==> src/frt_pkg.sv <==
// Shared constants for the fragment reassembly tracker.
// Used by the top level.
package frt_pkg;

  localparam int SLOTS_DEF         = 16;
  localparam int MAX_FRAGMENTS_DEF = 64;
  localparam int CFG_INDEX_W       = 8;
  localparam int CFG_DATA_W        = 16;

  localparam logic [2:0] STAT_STORED    = 3'd0;
  localparam logic [2:0] STAT_DUPLICATE = 3'd1;
  localparam logic [2:0] STAT_COMPLETE  = 3'd2;
  localparam logic [2:0] STAT_INVALID   = 3'd3;
  localparam logic [2:0] STAT_MISMATCH  = 3'd4;

  localparam logic [CFG_INDEX_W-1:0] REG_MAX_INFLIGHT  = 8'd0;
  localparam logic [CFG_INDEX_W-1:0] REG_KEYFRAME_MASK = 8'd1;

  typedef enum logic [1:0] {
    ST_IDLE,
    ST_SEARCH,
    ST_DECIDE,
    ST_EVICT
  } state_t;

  typedef struct packed {
    logic [63:0] frame_id;
    logic [5:0]  fragment_index;
    logic [6:0]  fragment_count;
    logic [15:0] frame_flags;
    logic [7:0]  codec_id;
    logic [63:0] display_time;
  } item_t;

  typedef struct packed {
    logic [2:0]  status;
    logic [63:0] done_frame;
    logic [63:0] done_time;
    logic        is_keyframe;
    logic [7:0]  done_codec;
  } result_t;

endpackage

==> src/frt_ifs.sv <==
// Channel interfaces of the fragment reassembly tracker: fragment input,
// result output and configuration writes. Depends on nothing else.
interface frt_in_if;
  logic        valid;
  logic        ready;
  logic [63:0] frame_id;
  logic [5:0]  fragment_index;
  logic [6:0]  fragment_count;
  logic [15:0] frame_flags;
  logic [7:0]  codec_id;
  logic [63:0] display_time;
  modport source (output valid, frame_id, fragment_index, fragment_count, frame_flags,
                  codec_id, display_time, input ready);
  modport sink (input valid, frame_id, fragment_index, fragment_count, frame_flags,
                codec_id, display_time, output ready);
endinterface

interface frt_out_if;
  logic        valid;
  logic        ready;
  logic [2:0]  status;
  logic [63:0] done_frame;
  logic [63:0] done_time;
  logic        is_keyframe;
  logic [7:0]  done_codec;
  modport source (output valid, status, done_frame, done_time, is_keyframe, done_codec,
                  input ready);
  modport sink (input valid, status, done_frame, done_time, is_keyframe, done_codec,
                output ready);
endinterface

interface frt_cfg_if;
  logic        valid;
  logic        ready;
  logic [7:0]  index;
  logic [15:0] data;
  modport source (output valid, index, data, input ready);
  modport sink (input valid, index, data, output ready);
endinterface

==> src/frt_slot_mem.sv <==
// Slot table memory: one write port and one read port with registered data.
// Depends on nothing else.
module frt_slot_mem #(
  parameter int Depth = 16,
  parameter int DataW = 8,
  parameter int AddrW = 4
) (
  input  logic             clk,
  input  logic             we,
  input  logic [AddrW-1:0] waddr,
  input  logic [DataW-1:0] wdata,
  input  logic [AddrW-1:0] raddr,
  output logic [DataW-1:0] rdata
);

  logic [DataW-1:0] mem [Depth];

  always_ff @(posedge clk) begin
    if (we) begin
      mem[waddr] <= wdata;
    end
  end

  always_ff @(posedge clk) begin
    rdata <= mem[raddr];
  end

endmodule

==> src/frame_fragment_reassembly_tracker.sv <==
// Top level of the fragment reassembly tracker.
// Depends on frt_pkg, frt_ifs and frt_slot_mem.
//
// Usage: fragment descriptors enter on in_ch, one result word per fragment
// leaves on out_ch, and cfg_ch writes max_inflight (index 0) and
// keyframe_mask (index 1). cfg_ch is always ready; write it only while idle.
// A fragment is handled in three phases: a search sweep reads every slot of
// the table memory once, the decide state updates the matched or allocated
// slot of a stored or completed fragment, and after such a fragment an
// eviction sweep reads every slot again if the highest frame id exceeds
// max_inflight. The result word is registered when the decide state fires.
// The next fragment is accepted only in the idle state, once the previous
// one has left its search, decide and eviction phases; the single read port
// of the slot memory makes each sweep read the slots one by one.
// The result is held in an output register, so the next fragment is taken
// while a result waits; a stalled receiver holds the block only in the
// decide state of the following fragment. Reset clears all slot valid
// flags, the highest id and loads max_inflight 8 and keyframe_mask 1.
module frame_fragment_reassembly_tracker
  import frt_pkg::*;
#(
  parameter int Slots        = SLOTS_DEF,
  parameter int MaxFragments = MAX_FRAGMENTS_DEF
) (
  input logic       clk,
  input logic       rst_n,
  frt_in_if.sink    in_ch,
  frt_out_if.source out_ch,
  frt_cfg_if.sink   cfg_ch
);

  localparam int SlotW = $clog2(Slots);
  localparam int CntW  = $clog2(Slots + 1);
  localparam logic [MaxFragments-1:0] PresOne = 1;

  typedef struct packed {
    logic [63:0]             frame;
    logic [6:0]              total;
    logic [15:0]             flags;
    logic [7:0]              codec;
    logic [63:0]             dtime;
    logic [MaxFragments-1:0] presence;
    logic [6:0]              received;
  } entry_t;

  localparam int EntryW = $bits(entry_t);

  state_t            state_r, state_nxt;
  item_t             item_r, item_nxt;
  result_t           res_r, res_nxt;
  logic              out_valid_r, out_valid_nxt;
  logic [63:0]       highest_r, highest_nxt;
  logic [3:0]        max_inflight_r;
  logic [15:0]       keyframe_mask_r;
  logic [Slots-1:0]  valid_r, valid_nxt;
  logic [CntW-1:0]   cnt_r, cnt_nxt;
  logic              pend_r, pend_nxt;
  logic [SlotW-1:0]  pidx_r, pidx_nxt;
  logic              found_r, found_nxt;
  logic [SlotW-1:0]  hit_idx_r, hit_idx_nxt;
  entry_t            hit_r, hit_nxt;
  logic              free_found_r, free_found_nxt;
  logic [SlotW-1:0]  free_idx_r, free_idx_nxt;
  logic              min_vld_r, min_vld_nxt;
  logic [63:0]       min_frame_r, min_frame_nxt;
  logic [SlotW-1:0]  min_idx_r, min_idx_nxt;

  logic              mem_we;
  logic [SlotW-1:0]  mem_waddr;
  entry_t            mem_wdata;
  logic [EntryW-1:0] mem_rdata;
  entry_t            rd;
  logic              issue;
  logic              sweep_done;
  logic              decide_fire;
  logic              evict_go;
  logic              invalid;
  logic [63:0]       hi_id;
  logic [63:0]       cutoff;
  logic [SlotW-1:0]  dec_slot;
  entry_t            base;
  entry_t            upd;
  logic [MaxFragments-1:0] bitv;

  frt_slot_mem #(
    .Depth (Slots),
    .DataW (EntryW),
    .AddrW (SlotW)
  ) u_mem (
    .clk   (clk),
    .we    (mem_we),
    .waddr (mem_waddr),
    .wdata (mem_wdata),
    .raddr (cnt_r[SlotW-1:0]),
    .rdata (mem_rdata)
  );

  assign rd          = entry_t'(mem_rdata);
  assign issue       = (cnt_r < CntW'(Slots));
  assign sweep_done  = !issue && !pend_r;
  assign decide_fire = !out_valid_r || out_ch.ready;
  assign cutoff      = highest_r - 64'(max_inflight_r);

  assign in_ch.ready        = (state_r == ST_IDLE);
  assign cfg_ch.ready       = 1'b1;
  assign out_ch.valid       = out_valid_r;
  assign out_ch.status      = res_r.status;
  assign out_ch.done_frame  = res_r.done_frame;
  assign out_ch.done_time   = res_r.done_time;
  assign out_ch.is_keyframe = res_r.is_keyframe;
  assign out_ch.done_codec  = res_r.done_codec;

  always_comb begin
    invalid = (item_r.fragment_count == 7'd0) ||
              (item_r.fragment_count > 7'(MaxFragments)) ||
              ({1'b0, item_r.fragment_index} >= item_r.fragment_count);
    hi_id = (item_r.frame_id > highest_r) ? item_r.frame_id : highest_r;
    dec_slot = found_r ? hit_idx_r : (free_found_r ? free_idx_r : min_idx_r);
    bitv = PresOne << item_r.fragment_index;
    if (found_r) begin
      base = hit_r;
    end else begin
      base.frame    = item_r.frame_id;
      base.total    = item_r.fragment_count;
      base.flags    = item_r.frame_flags;
      base.codec    = item_r.codec_id;
      base.dtime    = item_r.display_time;
      base.presence = '0;
      base.received = 7'd0;
    end
    upd          = base;
    upd.flags    = base.flags | item_r.frame_flags;
    upd.presence = base.presence | bitv;
    upd.received = base.received + 7'd1;
  end

  always_comb begin
    item_nxt       = item_r;
    res_nxt        = res_r;
    out_valid_nxt  = out_valid_r && !out_ch.ready;
    highest_nxt    = highest_r;
    valid_nxt      = valid_r;
    cnt_nxt        = cnt_r;
    pend_nxt       = pend_r;
    pidx_nxt       = pidx_r;
    found_nxt      = found_r;
    hit_idx_nxt    = hit_idx_r;
    hit_nxt        = hit_r;
    free_found_nxt = free_found_r;
    free_idx_nxt   = free_idx_r;
    min_vld_nxt    = min_vld_r;
    min_frame_nxt  = min_frame_r;
    min_idx_nxt    = min_idx_r;
    mem_we         = 1'b0;
    mem_waddr      = dec_slot;
    mem_wdata      = upd;
    evict_go       = 1'b0;
    case (state_r)
      ST_IDLE: begin
        if (in_ch.valid) begin
          item_nxt.frame_id       = in_ch.frame_id;
          item_nxt.fragment_index = in_ch.fragment_index;
          item_nxt.fragment_count = in_ch.fragment_count;
          item_nxt.frame_flags    = in_ch.frame_flags;
          item_nxt.codec_id       = in_ch.codec_id;
          item_nxt.display_time   = in_ch.display_time;
          cnt_nxt                 = '0;
          pend_nxt                = 1'b0;
          found_nxt               = 1'b0;
          free_found_nxt          = 1'b0;
          min_vld_nxt             = 1'b0;
        end
      end
      ST_SEARCH: begin
        pend_nxt = issue;
        pidx_nxt = cnt_r[SlotW-1:0];
        if (issue) begin
          cnt_nxt = cnt_r + CntW'(1);
        end
        if (pend_r) begin
          if (valid_r[pidx_r]) begin
            if (!found_r && rd.frame == item_r.frame_id) begin
              found_nxt   = 1'b1;
              hit_idx_nxt = pidx_r;
              hit_nxt     = rd;
            end
            if (!min_vld_r || rd.frame < min_frame_r) begin
              min_vld_nxt   = 1'b1;
              min_frame_nxt = rd.frame;
              min_idx_nxt   = pidx_r;
            end
          end else if (!free_found_r) begin
            free_found_nxt = 1'b1;
            free_idx_nxt   = pidx_r;
          end
        end
      end
      ST_DECIDE: begin
        if (decide_fire) begin
          out_valid_nxt = 1'b1;
          res_nxt       = '0;
          cnt_nxt       = '0;
          pend_nxt      = 1'b0;
          if (invalid) begin
            res_nxt.status = STAT_INVALID;
          end else begin
            highest_nxt = hi_id;
            if (base.total != item_r.fragment_count) begin
              res_nxt.status = STAT_MISMATCH;
            end else if ((base.presence & bitv) != '0) begin
              res_nxt.status = STAT_DUPLICATE;
            end else begin
              mem_we   = 1'b1;
              evict_go = (hi_id > 64'(max_inflight_r));
              if (upd.received == upd.total) begin
                res_nxt.status      = STAT_COMPLETE;
                res_nxt.done_frame  = item_r.frame_id;
                res_nxt.done_time   = base.dtime;
                res_nxt.is_keyframe = |(upd.flags & keyframe_mask_r);
                res_nxt.done_codec  = base.codec;
                valid_nxt[dec_slot] = 1'b0;
              end else begin
                res_nxt.status      = STAT_STORED;
                valid_nxt[dec_slot] = 1'b1;
              end
            end
          end
        end
      end
      ST_EVICT: begin
        pend_nxt = issue;
        pidx_nxt = cnt_r[SlotW-1:0];
        if (issue) begin
          cnt_nxt = cnt_r + CntW'(1);
        end
        if (pend_r && valid_r[pidx_r] && rd.frame < cutoff) begin
          valid_nxt[pidx_r] = 1'b0;
        end
      end
      default: begin
      end
    endcase
  end

  always_comb begin
    state_nxt = state_r;
    case (state_r)
      ST_IDLE: begin
        if (in_ch.valid) begin
          state_nxt = ST_SEARCH;
        end
      end
      ST_SEARCH: begin
        if (sweep_done) begin
          state_nxt = ST_DECIDE;
        end
      end
      ST_DECIDE: begin
        if (decide_fire) begin
          state_nxt = evict_go ? ST_EVICT : ST_IDLE;
        end
      end
      ST_EVICT: begin
        if (sweep_done) begin
          state_nxt = ST_IDLE;
        end
      end
      default: begin
        state_nxt = ST_IDLE;
      end
    endcase
  end

  always_ff @(posedge clk) begin
    if (!rst_n) begin
      state_r         <= ST_IDLE;
      out_valid_r     <= 1'b0;
      highest_r       <= '0;
      valid_r         <= '0;
      max_inflight_r  <= 4'd8;
      keyframe_mask_r <= 16'd1;
      cnt_r           <= '0;
      pend_r          <= 1'b0;
    end else begin
      state_r     <= state_nxt;
      out_valid_r <= out_valid_nxt;
      highest_r   <= highest_nxt;
      valid_r     <= valid_nxt;
      cnt_r       <= cnt_nxt;
      pend_r      <= pend_nxt;
      if (cfg_ch.valid) begin
        case (cfg_ch.index)
          REG_MAX_INFLIGHT:  max_inflight_r  <= cfg_ch.data[3:0];
          REG_KEYFRAME_MASK: keyframe_mask_r <= cfg_ch.data;
          default: begin
          end
        endcase
      end
    end
  end

  always_ff @(posedge clk) begin
    item_r       <= item_nxt;
    res_r        <= res_nxt;
    pidx_r       <= pidx_nxt;
    found_r      <= found_nxt;
    hit_idx_r    <= hit_idx_nxt;
    hit_r        <= hit_nxt;
    free_found_r <= free_found_nxt;
    free_idx_r   <= free_idx_nxt;
    min_vld_r    <= min_vld_nxt;
    min_frame_r  <= min_frame_nxt;
    min_idx_r    <= min_idx_nxt;
  end

endmodule
==> src/flat_wrapper.sv <==
// flat-port wrapper written by rule: the top's interface ports become plain ports
module frame_fragment_reassembly_tracker_flat import frt_pkg::*;
#(
  parameter int Slots        = SLOTS_DEF,
  parameter int MaxFragments = MAX_FRAGMENTS_DEF
)
  (clk, rst_n, in_ch_valid, in_ch_frame_id, in_ch_fragment_index, in_ch_fragment_count, in_ch_frame_flags, in_ch_codec_id, in_ch_display_time, in_ch_ready, out_ch_valid, out_ch_status, out_ch_done_frame, out_ch_done_time, out_ch_is_keyframe, out_ch_done_codec, out_ch_ready, cfg_ch_valid, cfg_ch_index, cfg_ch_data, cfg_ch_ready);
  frt_in_if in_ch_i ();
  frt_out_if out_ch_i ();
  frt_cfg_if cfg_ch_i ();
  input logic clk;
  input logic rst_n;
  input wire logic [$bits(in_ch_i.valid)-1:0] in_ch_valid;
  input wire logic [$bits(in_ch_i.frame_id)-1:0] in_ch_frame_id;
  input wire logic [$bits(in_ch_i.fragment_index)-1:0] in_ch_fragment_index;
  input wire logic [$bits(in_ch_i.fragment_count)-1:0] in_ch_fragment_count;
  input wire logic [$bits(in_ch_i.frame_flags)-1:0] in_ch_frame_flags;
  input wire logic [$bits(in_ch_i.codec_id)-1:0] in_ch_codec_id;
  input wire logic [$bits(in_ch_i.display_time)-1:0] in_ch_display_time;
  output wire logic [$bits(in_ch_i.ready)-1:0] in_ch_ready;
  output wire logic [$bits(out_ch_i.valid)-1:0] out_ch_valid;
  output wire logic [$bits(out_ch_i.status)-1:0] out_ch_status;
  output wire logic [$bits(out_ch_i.done_frame)-1:0] out_ch_done_frame;
  output wire logic [$bits(out_ch_i.done_time)-1:0] out_ch_done_time;
  output wire logic [$bits(out_ch_i.is_keyframe)-1:0] out_ch_is_keyframe;
  output wire logic [$bits(out_ch_i.done_codec)-1:0] out_ch_done_codec;
  input wire logic [$bits(out_ch_i.ready)-1:0] out_ch_ready;
  input wire logic [$bits(cfg_ch_i.valid)-1:0] cfg_ch_valid;
  input wire logic [$bits(cfg_ch_i.index)-1:0] cfg_ch_index;
  input wire logic [$bits(cfg_ch_i.data)-1:0] cfg_ch_data;
  output wire logic [$bits(cfg_ch_i.ready)-1:0] cfg_ch_ready;
  assign in_ch_i.valid = in_ch_valid;
  assign in_ch_i.frame_id = in_ch_frame_id;
  assign in_ch_i.fragment_index = in_ch_fragment_index;
  assign in_ch_i.fragment_count = in_ch_fragment_count;
  assign in_ch_i.frame_flags = in_ch_frame_flags;
  assign in_ch_i.codec_id = in_ch_codec_id;
  assign in_ch_i.display_time = in_ch_display_time;
  assign in_ch_ready = in_ch_i.ready;
  assign out_ch_valid = out_ch_i.valid;
  assign out_ch_status = out_ch_i.status;
  assign out_ch_done_frame = out_ch_i.done_frame;
  assign out_ch_done_time = out_ch_i.done_time;
  assign out_ch_is_keyframe = out_ch_i.is_keyframe;
  assign out_ch_done_codec = out_ch_i.done_codec;
  assign out_ch_i.ready = out_ch_ready;
  assign cfg_ch_i.valid = cfg_ch_valid;
  assign cfg_ch_i.index = cfg_ch_index;
  assign cfg_ch_i.data = cfg_ch_data;
  assign cfg_ch_ready = cfg_ch_i.ready;
  frame_fragment_reassembly_tracker #(.Slots(Slots), .MaxFragments(MaxFragments)) u_core (.clk(clk), .rst_n(rst_n), .in_ch(in_ch_i), .out_ch(out_ch_i), .cfg_ch(cfg_ch_i));
endmodule
==> config.mk <==
export PLATFORM = sky130hd
export DESIGN_NAME = frame_fragment_reassembly_tracker_flat
export DESIGN_NICKNAME = d
export VERILOG_FILES = /design/src/frt_pkg.sv /design/src/frt_ifs.sv /design/src/frt_slot_mem.sv /design/src/frame_fragment_reassembly_tracker.sv /design/src/flat_wrapper.sv
export SDC_FILE = /design/constraint.sdc
export NUM_CORES = 2
export LEC_CHECK = 0
export BUFFER_PORTS_ARGS = -buffer_cell sky130_fd_sc_hd__clkbuf_2
export CAP_MARGIN = 5
export CORE_ASPECT_RATIO = 2
export CORE_MARGIN = 3
export CORE_UTILIZATION = 42
export DETAILED_ROUTE_END_ITERATION = 7
export GPL_TIMING_DRIVEN = 0
export SKIP_LAST_GASP = 1
export SLEW_MARGIN = 5
export SYNTH_ARGS = -nofsm -noshare
export SYNTH_HDL_FRONTEND = slang
export SYNTH_SLANG_ARGS = --single-unit
export TNS_END_PERCENT = 20
==> constraint.sdc <==
create_clock -name clk -period 40.2 [get_ports clk]
set_input_delay 6.03 -clock clk [delete_from_list [all_inputs] [get_ports clk]]
set_output_delay 6.03 -clock clk [all_outputs]
set_load 0.02 [all_outputs]
### After elaboration in Yosys (flattened, before gate mapping)

Memory sizes are Yosys's and may differ from the RTL's. A register that Yosys moved wholly into a read port is not among the register bits.
Cells that the tools add are included.

* register bits: 727
* memory bits (writable): 3680
* memories: 1

Memories
* u_core.u_mem.mem: words 16, width 230, read ports 1, clocked after Yosys merged registers in 1, write ports 1, line frt_slot_mem.sv:16 `logic [DataW-1:0] mem [Depth];`

* add/subtract/negate cells: 3
* $lt $le $gt $ge: 11
* equal/unequal tests: 21
* shift-type cells: 1
* muxes and demuxes: 58
* bitwise gates (word level): 13
* reduce and logical (&&, ||, !) cells: 41

Operator list (count)
* $mux W230: 1
* $lt A64 B64 Y1: 2
* $mux W16: 6
* $and A64 B64 Y64: 1
* $eq A64 B64 Y1: 1
* $gt A64 B4 Y1: 1
* $gt A64 B64 Y1: 1
* $mux W64: 1
* $or A64 B64 Y64: 1
* $reduce_bool A64 Y1: 1
* $shl A1 B6 Y64 const A: 1
* $sub A64 B4 Y64: 1
* $and A16 B16 Y16: 3
* $not A16 Y16: 2
* $or A16 B16 Y16: 2
* $pmux W16 S2: 1
* $mux W1: 27
* $reduce_and A4 Y1: 5
* $ne A2 B1 Y1 const B: 9
* $reduce_or A16 Y1: 1
* $mux W5: 3
* $pmux W5 S3: 1
* $mux W2: 6
* $lt A4 B5 Y1 const B: 2
* other kinds (33): 68

### Depth between registers and ports, before layout

* depth in word-level cells: 14
* depth in mapped cells: 23

### By module

Synthesis repeated with hierarchy kept, for this count alone.

* cells, all modules: 8738
* area, all modules: 177666.6 sq um

Modules (own cells, without submodules)
* frt_slot_mem: instances 1, cells each 5999, area each 142695.6 sq um
* frame_fragment_reassembly_tracker: instances 1, cells each 2739, area each 34971.0 sq um

### Worst setup path after synthesis

OpenSTA, ideal clock, no wires.

* path kind: input to register
* start: input port out_ch_ready
* end: memory u_core.u_mem.mem[11][0] (netlist bit), enable pin
* arrival: 28860 ps
* data required time: 39096 ps
* path slack: 10236 ps
* stages on the path: 8
* buffers on the path: 2
* cells stage by stage: nor2b_1 > nor2_1 > and3_1 > a21oi_1 > or2_1 > buf_2 > buf_2 > nor3_1

* cells in the longest elaborated chain, start to end: 5

Ends and longest elaborated chain
* start, declared: line flat_wrapper.sv:27 `input wire logic [$bits(out_ch_i.ready)-1:0] out_ch_ready;`
* $logic_or A1 B1 Y1: line frame_fragment_reassembly_tracker.sv:101 `assign decide_fire = !out_valid_r || out_ch.ready;`
* $mux W1: line frame_fragment_reassembly_tracker.sv:199 `if (decide_fire) begin`
* $mux W1: line frame_fragment_reassembly_tracker.sv:158 `case (state_r)`
* $mux W1: line frt_slot_mem.sv:19 `if (we) begin`
* $mux W1 (not written as such): line frt_slot_mem.sv:20 `mem[waddr] <= wdata;`
* end, declared: line frt_slot_mem.sv:16

No other way between the ends.

==> impl_metrics.py <==
metrics = {
    "timing": {
        "fin_crit_sh": 0.2811,
        "finalCriticalPeriod_ps": 11300,
        "setup_tns_ps": 0,
        "max_freq_mhz": 88.49,
        "slew_violations": 2,
        "fin_skew_ps": 106.7,
        "relSlewSlack": -0.05422,
        "setup_viol": 0,
        "worst_pin_slew_ps": 1568,
        "finalHoldViolations": 0,
        "grt_setup_unrepaired": "false",
    },
    "drt": {
        "avgRoutedWirePerCell_um": 33.29,
        "drc": 0,
        "wirelength_um": 517400,
        "vias_per_cell": 5.762,
        "drtIter0Drc": 9773,
        "vias": 89560,
        "postRouteAntennaNets": 0,
        "dr.pass1.iters": 7,
    },
    "clocking": {
        "cts_made_buffers": 407,
        "cts_hold_buf": 0,
        "clk-insertion-delay-late_ps": 1000,
        "cts_resized": 0,
        "clk_path_buf_depth": 4,
        "clkTransAtPathRegs_ps": 70,
        "cts_tree": "yes",
        "post_cts_buffers": 0,
        "cts_max_level": 5,
        "cts.sink_count": 4637,
        "cts_root_buf": "clkbuf_16",
    },
    "power": {
        "vdd_drop_max_uv": 58.50,
        "cellPowerDensity_mw_per_mm2": 47.55,
        "p_leak_nw": 66.21,
    },
    "worst_setup_path": {
        "setup.worst_path.end_class": "register",
        "cp-start-kind": "register",
        "cp.arrival_ps": 12060,
        "path_class": "register to register",
        "crit_fanout": 17,
        "required_ps": 40960,
    },
    "floorplan": {
        "io-pin-count": 337,
        "rows": 337,
        "die_area_mm2": 0.4307,
        "die_x_um": 465.6,
        "start_util": 0.4216,
        "core_area_mm2": 0.4208,
        "fp.dieH_um": 925.2,
    },
    "finish": {
        "stdcell_area_mm2": 0.2067,
        "nets": 10000,
        "area_growth_pct": 16.52,
        "final_cell_mix": "4,298 x edfxtp_1, 1,134 x mux4_2, 413 x clkbuf_16",
        "layout.cells.most_common": "edfxtp_1",
        "layout-drive-gt1-share": 0.3052,
        "nFillCells": 33970,
    },
    "logic_synthesis": {
        "synth-simple-area-share": 0.02407,
        "synth_mux_area_frac": 0.1594,
        "synth_cell_types": 85,
        "ys.warnings.count": 0,
        "synth_compound_area_frac": 0.01750,
        "synthArstFlopShare": 0,
        "syn_inst": 8176,
        "synth_ff_type": "edfxtp_1",
        "synth_enable_flop_cells": 4298,
        "synth_area_mm2": 0.1774,
        "synthXorXnorAreaFrac": 0.006763,
        "syn-num-nets": 8577,
        "post_synth.cell_area_avg_um2": 21.70,
        "ys_ff_latch": 4637,
        "ys_seq_area_frac": 0.7657,
        "synth_top_family_by_area": "multiplexers",
        "synthAdderAreaFrac": 0.01464,
    },
    "place": {
        "dpl.hpwl_um": 372100,
        "portBuffers": 335,
        "dpl_cell_area_mm2": 0.1930,
        "gp_congestion": 0.9916,
    },
    "global_routing": {
        "overflow": 0,
        "grt_antenna_before_repair": 22,
        "grt_use_total": 0.2379,
        "grt_pass1_vias": 93480,
        "grt_max_degree": 84,
        "grt_pass1_wl_um": 722300,
    },
    "run_status": {
        "violations": "max-capacitance violations, max-slew violations",
        "status": "finished with violations",
    },
    "run": {
        "maxCapViolCount": 1,
    },
    "min_path": {
        "hold_path_class": "register to register",
    },
}
-- cells in the mapped netlist, types with 59 or more instances --
cell type	count	share of area
edfxtp_1	4298	0.73
mux4_2	1134	0.14
dfxtp_1	339	0.038
clkbuf_1	259	0.0055
ha_1	206	0.015
nor2_1	193	0.0041
inv_1	168	0.0036
and2_1	144	0.0051
nand2_1	141	0.0030
mux2_2	137	0.0087
a21oi_1	118	0.0033
mux2i_1	118	0.0067
xnor2_1	101	0.0050
o21ai_0	90	0.0025
buf_1	76	0.0016
nand4_1	61	0.0022
nor4_1	59	0.0021
-- where the power goes --
part / total [mW] / switching [mW] / internal, mW
clock network: 4.06 / 1.79 / 2.28
logic: 0.420 / 0.264 / 0.156
registers: 5.35 / 0.0422 / 5.31
total: 9.83 / 2.09 / 7.74
-- stage by stage --
stage	hold slack, ps	total power, mW	setup slack (ps)	util	cells
2_1_floorplan	385.5	5.682	10240	-	8176
6_report	362.0	9.830	28900	0.4913	15540
5_1_grt	352.8	10.10	28720	0.4912	15540
3_3_place_gp	388.3	5.862	-20600	0.4422	14100
4_1_cts	353.1	9.903	28910	0.4910	15530
3_5_place_dp	388.7	5.875	28890	0.4585	14780
-- layout make-up --
cell class,instances,area (µm²),area share
Clock buffer,515,10960,0.05301
Buffer,372,1514,0.007323
Sequential cell,4637,135900,0.6572
Tap cell,5593,6998,0.03385
Clock inverter,235,2713,0.01312
Timing Repair Buffer,1017,8452,0.04088
Inverter,170,645.6,0.003123
Antenna cell,6,15.01,0.00007263
Multi-Input combinational cell,2997,39580,0.1915
-- final timing paths --
check	startpoint	end	slack, ps	cells past startpoint
hold / removal	u_core.u_mem.rdata[49]$_DFF_P_	u_core.hit_r[49]$_DFFE_PP_	360	0
setup / recovery	u_core.found_r$_DFFE_PP_	u_core.out_ch.done_time[38]$_SDFFCE_PP0P_	28900	20
setup reg to reg	u_core.found_r$_DFFE_PP_	u_core.out_ch.done_time[38]$_SDFFCE_PP0P_	28900	20
hold reg to reg	u_core.u_mem.rdata[49]$_DFF_P_	u_core.hit_r[49]$_DFFE_PP_	360	0
-- sequential cells by signal, summed over array words and instances, names as in the netlist, 5 cells and up, named ones only --
signal and flops:
u_core.cnt_r 5, u_core.highest_r 64, u_core.hit_r 230, u_core.item_r 165
u_core.keyframe_mask_r 16, u_core.min_frame_r 64, u_core.out_ch.done_codec 8, u_core.out_ch.done_frame 64
u_core.out_ch.done_time 64, u_core.u_mem.mem 3680, u_core.u_mem.rdata 230
-- routing by layer --
layer | vias up | share of wire | GRT usage
met2 | 3782 | 0.54 | 0.4343
met3 | 997 | 0.057 | 0.03070
li1 | 36710 | - | -
met4 | 4 | 0.056 | 0.1123
met5 | - | 0.000064 | 0
met1 | 48060 | 0.35 | 0.2756
-- logic make-up after synthesis --
group | count (synthesis)
multiplexers | 1390
AO/OA/AOI/OAI | 445
adder cells (fa/ha/maj) | 207
XOR/XNOR | 137
flip-flops | 4637
AND/OR/NAND/NOR | 817
buffers and inverters | 542
other | 1
-- worst max-delay path, stage by stage, from the launching register on --
cell      delay, ps
edfxtp_1        630
buf_2           370
buf_1           670
clkbuf_4        850
clkbuf_1        730
clkbuf_2        780
clkbuf_2        740
clkbuf_1       1060
nand2_1         670
inv_1           180
ha_1            280
nand3_1         130
xor2_1          150
nor2_1          990
xnor2_1         200
nand2_1         190
nor2_1          320
and3b_1         550
buf_4           620
buf_2           460
and2_1          390
Note: power is estimated with default switching activity, not from simulation.
